`src/hw/rtl/rv32i_subset_single_cycle_core_defines.svh`:
```
// ----------------------------------------------------------------------------
// Assertion macros for the RV32I subset core
// Shared helpers that wrap concurrent assertions; empty under synthesis.
// ----------------------------------------------------------------------------
`ifndef RV32I_SUBSET_SINGLE_CYCLE_CORE_DEFINES_SVH
`define RV32I_SUBSET_SINGLE_CYCLE_CORE_DEFINES_SVH

`ifndef SYNTHESIS
// property must hold at every edge out of reset
`define RVC_ASSERT(lbl, clk, rstn, prop) \
	lbl: assert property (@(posedge clk) disable iff (!rstn) (prop)) \
		else $error("core assertion failed");
// condition must never be seen out of reset
`define RVC_NEVER(lbl, clk, rstn, cond) \
	lbl: assert property (@(posedge clk) disable iff (!rstn) (!(cond))) \
		else $error("core forbidden condition seen");
`else
`define RVC_ASSERT(lbl, clk, rstn, prop)
`define RVC_NEVER(lbl, clk, rstn, cond)
`endif

`endif

```
`src/hw/rtl/rvc_pkg.sv`:
```
// ----------------------------------------------------------------------------
// rvc_pkg
// Types, opcodes and constants shared by the RV32I subset core.
// ----------------------------------------------------------------------------
`default_nettype none
package rvc_pkg;

	// data store size in bytes; addresses wrap at this power of two
	localparam int DATA_BYTES = 4096;
	localparam int DMEM_AW    = $clog2(DATA_BYTES);

	localparam logic [31:0] SP_RESET = 32'd4095;
	localparam logic [31:0] JALR_MASK = 32'hffff_fffe;

	// major opcodes
	localparam logic [6:0] OPC_BRANCH = 7'b1100011;
	localparam logic [6:0] OPC_JALR   = 7'b1100111;
	localparam logic [6:0] OPC_JAL    = 7'b1101111;
	localparam logic [6:0] OPC_IMM    = 7'b0010011;
	localparam logic [6:0] OPC_LOAD   = 7'b0000011;
	localparam logic [6:0] OPC_STORE  = 7'b0100011;
	localparam logic [6:0] OPC_REG    = 7'b0110011;

	typedef enum logic [2:0] {
		CLS_NOP, CLS_ALU, CLS_BRANCH, CLS_JAL, CLS_JALR, CLS_LOAD, CLS_STORE
	} cls_t;

	typedef enum logic [2:0] {
		ALU_ADD, ALU_SUB, ALU_SLL, ALU_SRL, ALU_XOR, ALU_OR, ALU_AND, ALU_MUL
	} alu_op_t;

	typedef enum logic [1:0] {
		BR_EQ, BR_NE, BR_LT, BR_GE
	} br_op_t;

	// decoded instruction word, front to back
	typedef struct packed {
		cls_t        cls;
		alu_op_t     alu;
		br_op_t      br;
		logic [4:0]  rs1;
		logic [4:0]  rs2;
		logic [4:0]  rd;
		logic [31:0] imm;
		logic        use_imm;
		logic        ld_sext;
		logic        wr;
		logic        bad;
	} dec_t;

	// reset contents of the register file
	function automatic logic [31:0] rf_reset_val(input logic [4:0] idx);
		return (idx == 5'd2) ? SP_RESET : 32'd0;
	endfunction

endpackage
`default_nettype wire

```
`src/hw/rtl/rvc_queue.sv`:
```
// ----------------------------------------------------------------------------
// rvc_queue
// Two-entry queue of decoded words between front and back.
// ----------------------------------------------------------------------------
`default_nettype none
module rvc_queue (
	input  wire logic           clk,
	input  wire logic           arst_n,
	input  wire logic           push,
	input  wire rvc_pkg::dec_t  push_data,
	input  wire logic           pop,
	output rvc_pkg::dec_t       head,
	output logic                empty,
	output logic                full
);
	import rvc_pkg::*;

	dec_t       ent_q [2];
	logic       wr_ptr_q, rd_ptr_q;
	logic [1:0] cnt_q;

	assign head  = ent_q[rd_ptr_q];
	assign empty = (cnt_q == 2'd0);
	assign full  = (cnt_q == 2'd2);

	// pointers and fill count
	always_ff @(posedge clk or negedge arst_n) begin
		if (!arst_n) begin
			wr_ptr_q <= 1'b0;
			rd_ptr_q <= 1'b0;
			cnt_q    <= 2'd0;
		end else begin
			if (push) begin
				wr_ptr_q <= ~wr_ptr_q;
			end
			if (pop) begin
				rd_ptr_q <= ~rd_ptr_q;
			end
			if (push && !pop) begin
				cnt_q <= cnt_q + 2'd1;
			end else if (pop && !push) begin
				cnt_q <= cnt_q - 2'd1;
			end
		end
	end

	// entry storage
	always_ff @(posedge clk) begin
		if (push) begin
			ent_q[wr_ptr_q] <= push_data;
		end
	end
endmodule
`default_nettype wire

```
`config.mk`:
```
export PLATFORM = sky130hd
export DESIGN_NAME = rvc_queue
export DESIGN_NICKNAME = d
export VERILOG_FILES = /design/src/hw/rtl/rv32i_subset_single_cycle_core_defines.svh /design/src/hw/rtl/rvc_pkg.sv /design/src/hw/rtl/rvc_queue.sv
export SDC_FILE = /design/constraint.sdc
export NUM_CORES = 1
export LEC_CHECK = 0
export BUFFER_PORTS_ARGS = -buffer_cell sky130_fd_sc_hd__buf_2
export CORE_MARGIN = 8
export CORE_UTILIZATION = 35
export CTS_BUF_LIST = sky130_fd_sc_hd__clkbuf_8
export DETAILED_ROUTE_END_ITERATION = 8
export GPL_ROUTABILITY_DRIVEN = 0
export HOLD_SLACK_MARGIN = 0.06
export PLACE_DENSITY_LB_ADDON = 0.15
export SKIP_LAST_GASP = 1
export SYNTH_ARGS = -nofsm -noshare
export SYNTH_HDL_FRONTEND = slang
export SYNTH_SLANG_ARGS = --single-unit
```
`constraint.sdc`:
```
create_clock -name clk -period 7.9 [get_ports clk]
set_input_delay 0 -clock clk [delete_from_list [all_inputs] [get_ports clk]]
set_output_delay 0 -clock clk [all_outputs]
set_load 0.03 [all_outputs]
```
==> impl_metrics.tcl <==
set metrics [dict create \
    placed_cell_area_um2 5490 \
    wl_per_cell_um 16.2 \
    row_count 42 \
    crit_fanout 31 \
    routed_wl_mm 9.54 \
    firstDrtPassIters 4 \
    htreeDepth 4 \
    fin_nets 465 \
    post-route-drc-count 0 \
    grt_pass1_vias 2794 \
    synth_area_per_cell_um2 23.7 \
    run_status "complete, no violations" \
    cts_buffer_depth 2 \
    multi_input_area_um2 977 \
    cp.depth 3 \
    clk_pin_slew_worst_paths_ns 0.07 \
    dieArea_um2 17500 \
    yosysWarnings 0 \
    p_leak_nw 2.67 \
    vias 2494 \
    path_delay_family "buffers and inverters" \
    antenna_found_initial 0 \
    initial_core_util_pct 35.8 \
    hold_path_class "in2reg" \
    grt.busiest_layer "met2" \
    place_inst 495 \
    io_pins 124 \
    clock_sink_count 122 \
    layout_min_cycle_time_ns 2.42 \
    crit_buf_inv 2 \
    core_um2 13200 \
    setup_viol 0 \
    final_hold_viol_count 0 \
    ir_drop_v 0.000255 \
    fmax_mhz 413 \
    antenna_cells 0 \
    synth-seq-cells 122 \
    netlist_instances 200 \
    synth_top_area_share_pct 74.6 \
    synth_cell_types 12 \
    fin_area_um2 6480 \
    worst-setup-path-type "reg2out" \
    cp_data_arrival_time_ns 2.42 \
    ff2ff_path_depth 2 \
    relSlewSlack_pct 49.2 \
    cap_violations 0 \
    hold-path-cell-count 2 \
    finalCritPeriodShare_pct 30.6 \
    drive_gt1_share_pct 51.4 \
    instances_no_fill 590 \
    fill_cells 1152 \
    io_buffers 123 \
    die_y_um 132 \
    worstSetupStartpointType "flip-flop" \
    required_ns 7.90 \
    use_met3_pct 5.75 \
    syn_to_final_growth_pct 36.5 \
    slew_viol_final 0 \
    grt_first_pass_wirelength_mm 14.8 \
    grt_start_max_net_pins 44 \
    via_per_inst 4.23 \
    die_w_um 132 \
    root_buffer "clkbuf_8" \
    cts-buffers-inserted 17 \
    grt_use_total_pct 11.2 \
    tns_ns 0 \
    globalRouteOverflowTotal 0 \
    use_met2_pct 16.7 \
    ant_nets 0 \
    critPathSlowestCell "dfrtp_4" \
    clk_latency_ns 0.43 \
    cts_setup_buffers 0 \
    synth.area.top_cells "edfxtp_1 75%, mux2_4 19%, buf_12 2.5%" \
    syn-cell-area_um2 4750 \
    total_power_mw 2.28 \
    drt_iter0_drc 101 \
    fin_worst_skew_ns 0.00761 \
    powerDensity_nw_per_um2 351 \
    cts_resized 0 \
    cts_tree "built" \
    met1_usage_pct 12.9 \
    yosys.area.top_type "edfxtp_1" \
    worstMarginPinSlew_ns 0.762 \
    worstPathCellList "buf_4 -> mux2_4 -> buf_2" \
    register_area_um2 3650 \
    critPathCaptureType "primary output" \
    ys_seq_area_share_pct 76.8 \
    grt_setup_unrepaired "no" \
    worst_path_largest_cell_delay_ns 0.79 \
    syn-num-nets 264 \
    dp_hpwl_mm 5.92 \
]
[sequential cells by signal, indices dropped and copies added, names as in the netlist]
| signal | cells |
|---|---|
| cnt_q | 2 |
| rd_ptr_q | 1 |
| ent_q | 118 |
| wr_ptr_q | 1 |
[cell type report]
class | count | area share, %
Tap cell | 176 | 3.40
Timing Repair Buffer | 189 | 19.6
Inverter | 1 | 0.0579
Sequential cell | 122 | 56.3
Clock inverter | 8 | 0.483
Multi-Input combinational cell | 70 | 15.1
Clock buffer | 24 | 5.10
[metrics by stage]
step	worst slack, ns	util, %	hold WS [ns]
after detailed placement	5.84	41.4	-0.179
after CTS	5.37	48.9	0.256
final	5.48	48.9	0.295
after global routing	5.33	48.9	0.259
after global placement	5.82	41.4	-0.182
after floorplan	4.39	-	-0.296
[cells in the mapped netlist]
master	n
edfxtp_1	118
xnor2_1	1
mux2_4	59
ha_1	1
xor2_1	4
and2_1	1
nor2b_1	2
dfrtp_1	4
nor2_1	2
inv_1	1
buf_6	1
buf_12	6
[final timing paths]
path	start	endpoint	slack, ns
setup / recovery	rd_ptr_q	head[38]	5.48
hold / removal	push_data[55]	ent_q[1][55]	0.30
setup reg to reg	wr_ptr_q	ent_q[1][36]	5.91
hold reg to reg	cnt_q[1]	cnt_q[1]	0.49
max in group asynchronous	arst_n	rd_ptr_q	7.19
min in group asynchronous	arst_n	wr_ptr_q	0.50
[worst reg2reg max path, stage by stage (launching register included)]
cell and delay, ns:
dfrtp_1 0.41, and2_2 0.68, buf_4 0.53
[cell usage in the layout (no fill, tap or decap), types with 2 or more instances in the layout]
cell and count:
inv_1 8, dlygate4sd3_1 63, buf_4 3, xor2_1 4, dfrtp_1 3, clkbuf_8 24
mux2_4 59, edfxtp_1 118, nor2_1 2, buf_2 123
[kinds of logic after synthesis]
| logic type | after synthesis | share of synthesized area, % |
|---|---|---|
| buffers and inverters | 8 | 2.85 |
| and+or+nand+nor | 5 | 0.554 |
| DFF | 122 | 76.8 |
| xor gates and xnor gates | 5 | 0.922 |
| adders and majority gates | 1 | 0.264 |
| muxes | 59 | 18.7 |
[report_power, final]
part	internal (mW)	switching [mW]	total, mW	leakage [nW]
Combinational	0.353	0.500	0.853	1.30
Clock	0.268	0.218	0.486	0.214
Sequential	0.862	0.0752	0.937	1.15
[repair_timing]
item | in CTS | in global routing
hold endpoints to repair | 125 | 0
endpoints found under the setup margin | 0 | 0
hold buffers | 63 | 0
[metal layers]
layer	up-vias	routed length [µm]
li1	1188	-
met1	1208	4340
met2	89	4320
met3	9	755
met4	0	120
met5	-	0
Note: power is estimated with default switching activity, not from simulation.
