`src/hw/rtl/rv32i_subset_single_cycle_core_defines.svh`:
```
// ----------------------------------------------------------------------------
// Assertion macros for the RV32I subset core
// Shared helpers that wrap concurrent assertions; empty under synthesis.
// ----------------------------------------------------------------------------
`ifndef RV32I_SUBSET_SINGLE_CYCLE_CORE_DEFINES_SVH
`define RV32I_SUBSET_SINGLE_CYCLE_CORE_DEFINES_SVH

`ifndef SYNTHESIS
// property must hold at every edge out of reset
`define RVC_ASSERT(lbl, clk, rstn, prop) \
	lbl: assert property (@(posedge clk) disable iff (!rstn) (prop)) \
		else $error("core assertion failed");
// condition must never be seen out of reset
`define RVC_NEVER(lbl, clk, rstn, cond) \
	lbl: assert property (@(posedge clk) disable iff (!rstn) (!(cond))) \
		else $error("core forbidden condition seen");
`else
`define RVC_ASSERT(lbl, clk, rstn, prop)
`define RVC_NEVER(lbl, clk, rstn, cond)
`endif

`endif

```
`src/hw/rtl/rvc_pkg.sv`:
```
// ----------------------------------------------------------------------------
// rvc_pkg
// Types, opcodes and constants shared by the RV32I subset core.
// ----------------------------------------------------------------------------
`default_nettype none
package rvc_pkg;

	// data store size in bytes; addresses wrap at this power of two
	localparam int DATA_BYTES = 4096;
	localparam int DMEM_AW    = $clog2(DATA_BYTES);

	localparam logic [31:0] SP_RESET = 32'd4095;
	localparam logic [31:0] JALR_MASK = 32'hffff_fffe;

	// major opcodes
	localparam logic [6:0] OPC_BRANCH = 7'b1100011;
	localparam logic [6:0] OPC_JALR   = 7'b1100111;
	localparam logic [6:0] OPC_JAL    = 7'b1101111;
	localparam logic [6:0] OPC_IMM    = 7'b0010011;
	localparam logic [6:0] OPC_LOAD   = 7'b0000011;
	localparam logic [6:0] OPC_STORE  = 7'b0100011;
	localparam logic [6:0] OPC_REG    = 7'b0110011;

	typedef enum logic [2:0] {
		CLS_NOP, CLS_ALU, CLS_BRANCH, CLS_JAL, CLS_JALR, CLS_LOAD, CLS_STORE
	} cls_t;

	typedef enum logic [2:0] {
		ALU_ADD, ALU_SUB, ALU_SLL, ALU_SRL, ALU_XOR, ALU_OR, ALU_AND, ALU_MUL
	} alu_op_t;

	typedef enum logic [1:0] {
		BR_EQ, BR_NE, BR_LT, BR_GE
	} br_op_t;

	// decoded instruction word, front to back
	typedef struct packed {
		cls_t        cls;
		alu_op_t     alu;
		br_op_t      br;
		logic [4:0]  rs1;
		logic [4:0]  rs2;
		logic [4:0]  rd;
		logic [31:0] imm;
		logic        use_imm;
		logic        ld_sext;
		logic        wr;
		logic        bad;
	} dec_t;

	// reset contents of the register file
	function automatic logic [31:0] rf_reset_val(input logic [4:0] idx);
		return (idx == 5'd2) ? SP_RESET : 32'd0;
	endfunction

endpackage
`default_nettype wire

```
`src/hw/rtl/rvc_front.sv`:
```
// ----------------------------------------------------------------------------
// rvc_front
// Accepts instruction words and decodes them into queue entries.
// ----------------------------------------------------------------------------
`default_nettype none
module rvc_front (
	input  wire logic        in_valid,
	output logic             in_stall,
	input  wire logic [31:0] instr_word,
	input  wire logic        q_full,
	input  wire logic        busy,
	output logic             push,
	output rvc_pkg::dec_t    push_data
);
	import rvc_pkg::*;

	logic [6:0]  op;
	logic [2:0]  f3;
	logic [6:0]  f7;
	logic [31:0] imm_i, imm_s, imm_b, imm_j;
	logic        wr_any;

	assign op = instr_word[6:0];
	assign f3 = instr_word[14:12];
	assign f7 = instr_word[31:25];

	assign imm_i = {{20{instr_word[31]}}, instr_word[31:20]};
	assign imm_s = {{20{instr_word[31]}}, instr_word[31:25], instr_word[11:7]};
	assign imm_b = {{19{instr_word[31]}}, instr_word[31], instr_word[7],
		instr_word[30:25], instr_word[11:8], 1'b0};
	assign imm_j = {{11{instr_word[31]}}, instr_word[31], instr_word[19:12],
		instr_word[20], instr_word[30:21], 1'b0};

	assign in_stall = q_full | busy;
	assign push     = in_valid & ~in_stall;

	// classify the word
	always_comb begin
		push_data         = '0;
		push_data.cls     = CLS_NOP;
		push_data.alu     = ALU_ADD;
		push_data.br      = BR_EQ;
		push_data.rs1     = instr_word[19:15];
		push_data.rs2     = instr_word[24:20];
		push_data.imm     = imm_i;
		wr_any            = 1'b0;
		case (op)
			OPC_REG: begin
				push_data.cls = CLS_ALU;
				wr_any = 1'b1;
				if (f7 == 7'h00) begin
					case (f3)
						3'd0: push_data.alu = ALU_ADD;
						3'd1: push_data.alu = ALU_SLL;
						3'd4: push_data.alu = ALU_XOR;
						3'd5: push_data.alu = ALU_SRL;
						3'd6: push_data.alu = ALU_OR;
						3'd7: push_data.alu = ALU_AND;
						default: push_data.bad = 1'b1;
					endcase
				end else if (f7 == 7'h20 && f3 == 3'd0) begin
					push_data.alu = ALU_SUB;
				end else if (f7 == 7'h01 && f3 == 3'd0) begin
					push_data.alu = ALU_MUL;
				end else begin
					push_data.bad = 1'b1;
				end
			end
			OPC_IMM: begin
				push_data.cls = CLS_ALU;
				push_data.use_imm = 1'b1;
				wr_any = 1'b1;
				case (f3)
					3'd0: push_data.alu = ALU_ADD;
					3'd4: push_data.alu = ALU_XOR;
					3'd6: push_data.alu = ALU_OR;
					3'd7: push_data.alu = ALU_AND;
					3'd1: begin
						push_data.alu = ALU_SLL;
						push_data.bad = (f7 != 7'h00);
					end
					3'd5: begin
						push_data.alu = ALU_SRL;
						push_data.bad = (f7 != 7'h00);
					end
					default: push_data.bad = 1'b1;
				endcase
			end
			OPC_BRANCH: begin
				push_data.cls = CLS_BRANCH;
				push_data.imm = imm_b;
				case (f3)
					3'd0: push_data.br = BR_EQ;
					3'd1: push_data.br = BR_NE;
					3'd4: push_data.br = BR_LT;
					3'd5: push_data.br = BR_GE;
					default: push_data.bad = 1'b1;
				endcase
			end
			OPC_JAL: begin
				push_data.cls = CLS_JAL;
				push_data.imm = imm_j;
				wr_any = 1'b1;
			end
			OPC_JALR: begin
				push_data.cls = CLS_JALR;
				wr_any = 1'b1;
				push_data.bad = (f3 != 3'd0);
			end
			OPC_LOAD: begin
				push_data.cls = CLS_LOAD;
				push_data.ld_sext = (f3 == 3'd0);
				wr_any = 1'b1;
				push_data.bad = !(f3 == 3'd0 || f3 == 3'd4);
			end
			OPC_STORE: begin
				push_data.cls = CLS_STORE;
				push_data.imm = imm_s;
				push_data.bad = (f3 != 3'd0);
			end
			default: push_data.bad = 1'b1;
		endcase
		// unsupported words only step the PC
		if (push_data.bad) begin
			push_data.cls = CLS_NOP;
		end
		push_data.wr = wr_any & ~push_data.bad & (instr_word[11:7] != 5'd0);
		push_data.rd = push_data.wr ? instr_word[11:7] : 5'd0;
	end
endmodule
`default_nettype wire

```
`config.mk`:
```
export PLATFORM = sky130hd
export DESIGN_NAME = rvc_front
export DESIGN_NICKNAME = d
export VERILOG_FILES = /design/src/hw/rtl/rv32i_subset_single_cycle_core_defines.svh /design/src/hw/rtl/rvc_pkg.sv /design/src/hw/rtl/rvc_front.sv
export SDC_FILE = /design/constraint.sdc
export NUM_CORES = 1
export LEC_CHECK = 0
export ABC_AREA = 1
export BUFFER_PORTS_ARGS = -buffer_cell sky130_fd_sc_hd__buf_4
export CAP_MARGIN = 30
export CORE_ASPECT_RATIO = 2
export CORE_MARGIN = 1.5
export CORE_UTILIZATION = 34
export DETAILED_ROUTE_END_ITERATION = 10
export PLACE_DENSITY = 0.85
export SYNTH_ARGS = -nofsm -noshare
export SYNTH_HDL_FRONTEND = slang
export SYNTH_SLANG_ARGS = --single-unit
```
`constraint.sdc`:
```
create_clock -name vclk -period 1
set_input_delay 0.1 -clock vclk [all_inputs]
set_output_delay 0.1 -clock vclk [all_outputs]
set_load 0.05 [all_outputs]
```
==> reports/results.ini, run 1 <==
[placement]
placed_cells = 313
gp_congestion = 0.792
dp_hpwl_um = 3180
portBuffers = 96
placed_cell_area_sq_um = 2050
place_ws_ps = -605

[yosys]
synth_top_cell_area_share_pct = 21.9
yosys_warnings = 0
syn-num-nets = 213
synth_cells = 178
yosysMostFrequentCell = nand2_1
synthTopCellsByArea = buf_4, nand2_1, nor2_1, inv_1, nor2_4
synth_area_sq_um = 961
synth-seq-area-share_pct = 0
avgSynthCellArea_sq_um = 5.40
yosysTopAreaCell = buf_4
synth_cell_types = 22
netlist_top_cells_count = nand2_1, buf_4, nor2_1

[status]
status = stopped before the end
stop_stage = global routing
error = [ERROR DPL-0038] Utilization greater than 100%, impossible to legalize

[die]
die_w_um = 40.6
initial_core_util_pct = 35.6
num_rows = 27
fp.dieH_um = 78.2
io-pin-count = 96

[clock_network]
postCtsHoldBufs = 0

[sta]
crit_endpoint = push_data[37]
worst-ep-kind = top-level output

[global_routing]
grt_max_degree = 12

stage by stage:
| step | hold WS (ps) | utilization (%) |
|---|---|---|
| after floorplan | 356 | - |
| after global placement | 464 | 75.9 |
| after detailed placement | 464 | 75.9 |
| after CTS | 466 | 95.2 |
kinds of logic after synthesis:
kind of cell	count (synthesis)	synth area share [%]
AO/OA/AOI/OAI	18	9.64
buffers and inverters	59	34.8
AND/OR/NAND/NOR	101	55.6
timing repair:
action                                  4_1_cts
cloned                                        1
buffers inserted                             17
gates resized for setup                     112
endpoints found under the setup margin       31
pin swaps                                    23
==> inputs of run 2 (changes only) <==
- CORE_AREA: not set -> 2 2 63 65
- CORE_ASPECT_RATIO: 2 -> not set
- CORE_MARGIN: 1.5 -> not set
- CORE_UTILIZATION: 34 -> not set
- DIE_AREA: not set -> 0 0 65 67
- PLACE_DENSITY: 0.85 -> not set
- PLACE_DENSITY_LB_ADDON: not set -> 0.15
- clock period: 1 -> 1.3 ns (I/O delays scaled with it)
==> run 2 against run 1 <==
Compared with the run above:
- synthesized cell count did not move
- the flow now finishes, with violations (setup timing)
- synthesized area is the same
==> reports/results.ini, run 2 <==
[die]
num_rows = 22  ; -19%
dieArea_sq_um = 4360
fp.dieH_um = 67  ; -14%
initial_core_util_pct = 26.6  ; -8.9 points
io-pin-count = 96  ; unchanged
core_sq_um = 3610
die_w_um = 65  ; +60%

[cells_and_area]
diodes = 0
finalNetCount = 320
clock_buffers = 0
synthToLayoutAreaGrowth_pct = 152
mostFrequentLayoutCells = buf_4, buf_6, nand2_1, nor2_4, nand2_2
final_common_cell = buf_4
fin_util_pct = 67.1
seq_area_sq_um = 0
drive_gt1_share_pct = 80.6
fin_area_sq_um = 2420
design.seq.count = 0
final.fill_count = 319

[detailed_routing]
wl_um = 3600
wl_per_cell_um = 10.9
routed_via_density = 4.33
final_antenna_net_count = 0
firstDrtPassIters = 4
drc = 0
drt_iter0_markers = 14
vias = 1432

[global_routing]
grt_max_degree = 14
antenna_found_initial = 0
grtUsageTotal_pct = 15.6
grt_overflow = 0
grt_pass1_wl_um = 5620
first_global_vias = 1367

[power_and_ir_drop]
pwr-share-comb_pct = 100.0
switching_share_pct = 62.4
intPower_mw = 0.298
ir_drop_mv = 0.157
p_seq_share_pct = 0
power_leakage_nw = 1.19
power_switching_mw = 0.494
p_per_area_nw_per_um2 = 327
clock_power_share_pct = 0

[sta]
tns_ps = -2680
tightest_slew_ps = 392
fmax_mhz = 647
max_slew_margin_pct = 73.7
fin_crit_sh_pct = 119
setup_viol = 20
hold_viol_final = 0
period_needed_ps = 1540
final-max-slew-violation-count = 0
final.setup.worst_slack_ps = -245
rsz0062_at_grt = yes

[min_path]
min_path_type = input pin to output pin

[run]
max_cap_violations = 0

[yosys]
avgSynthCellArea_sq_um = 5.40  ; unchanged
yosysMostFrequentCell = nand2_1
netlist_top_cells_count = nand2_1, buf_4, nor2_1
syn-num-nets = 213  ; unchanged
synth_cells = 178  ; unchanged
yosysTopAreaCell = buf_4
synth_cell_types = 22  ; unchanged
yosys_warnings = 0  ; unchanged
synth_area_sq_um = 961  ; unchanged
synth-seq-area-share_pct = 0  ; unchanged
synthTopCellsByArea = buf_4, nand2_1, nor2_1, inv_1, nor2_4
synth_top_cell_area_share_pct = 21.9  ; unchanged

[setup_path]
cp-end-kind = output pin
cp.required_ps = 1170
crit_path_max_fanout = 6
start_kind = input pin
critPathKind = input pin to output pin
arrival_ps = 1410

[placement]
dp_hpwl_um = 2830  ; -11%
gp_congestion = 0.783  ; -1.0%
placed_cell_area_sq_um = 1950  ; -4.8%
portBuffers = 96  ; unchanged

[status]
violations = setup timing
status = finished with violations

[clock_network]
postCtsHoldBufs = 0  ; unchanged

==> run 2: worst max-delay path: stages <==
cell and delay (ps):
buf_8 110, inv_6 50, nand2_4 50, nor2_4 150, inv_2 80, nor2_4 120, inv_2 50, nand2_2 90
nand4_4 240, nor2_4 170, buf_8 160
==> run 2: logic make-up after synthesis <==
family	after synthesis	synth area share, %
and+or+nand+nor	101	55.6
buffers and inverters	59	34.8
AOI/OAI and AO/OA	18	9.64
==> run 2: final timing paths <==
kind | slack [ps] | start | cells after the start | to
worst max-delay path | -240 | instr_word[3] | 11 | push_data[36]
worst min-delay path | 520 | instr_word[28] | 2 | push_data[12]
==> run 2: layout make-up <==
| type | instances | area [sq um] | area share [%] |
|---|---|---|---|
| inverter | 30 | 161 | 6.67 |
| multi-input combinational | 119 | 980 | 40.5 |
| tap | 48 | 60.1 | 2.48 |
| timing repair buffer | 134 | 1220 | 50.3 |
==> run 2: routing by layer <==
| layer | vias to the layer above | global-route usage [%] | wire (um) |
|---|---|---|---|
| li1 | 735 | - | - |
| met1 | 641 | 18.6 | 1360 |
| met2 | 54 | 31.3 | 1980 |
| met3 | 2 | 0.845 | 241 |
| met4 | 0 | 1.33 | 18 |
| met5 | - | 0 | 0 |
==> run 2: what timing repair did <==
action,in CTS,in global routing
setup buffers,5,4
pin swaps,17,24
cloned,0,0
gates resized for setup,70,58
setup endpoints to repair,30,28
==> run 2: through the flow <==
step | hold slack [ps] | worst slack (ps) | power, mW | instances
final | 519 | -245 | 0.792 | 331
after CTS | 526 | -286 | 0.751 | 329
after global routing | 523 | -326 | 0.832 | 331
after floorplan | 414 | -371 | 0.478 | 178
after global placement | 525 | -337 | 0.695 | 325
after detailed placement | 525 | -352 | 0.698 | 325
==> run 2: power groups by stage <==
stage	clock network [mW]	logic [mW]	registers [mW]
global route	0	0.832	0
detailed placement	0	0.698	0
global placement	0	0.695	0
finish	0	0.792	0
CTS	0	0.751	0
floorplan	0	0.478	0
No activity file was read; power rests on OpenSTA's default activity.
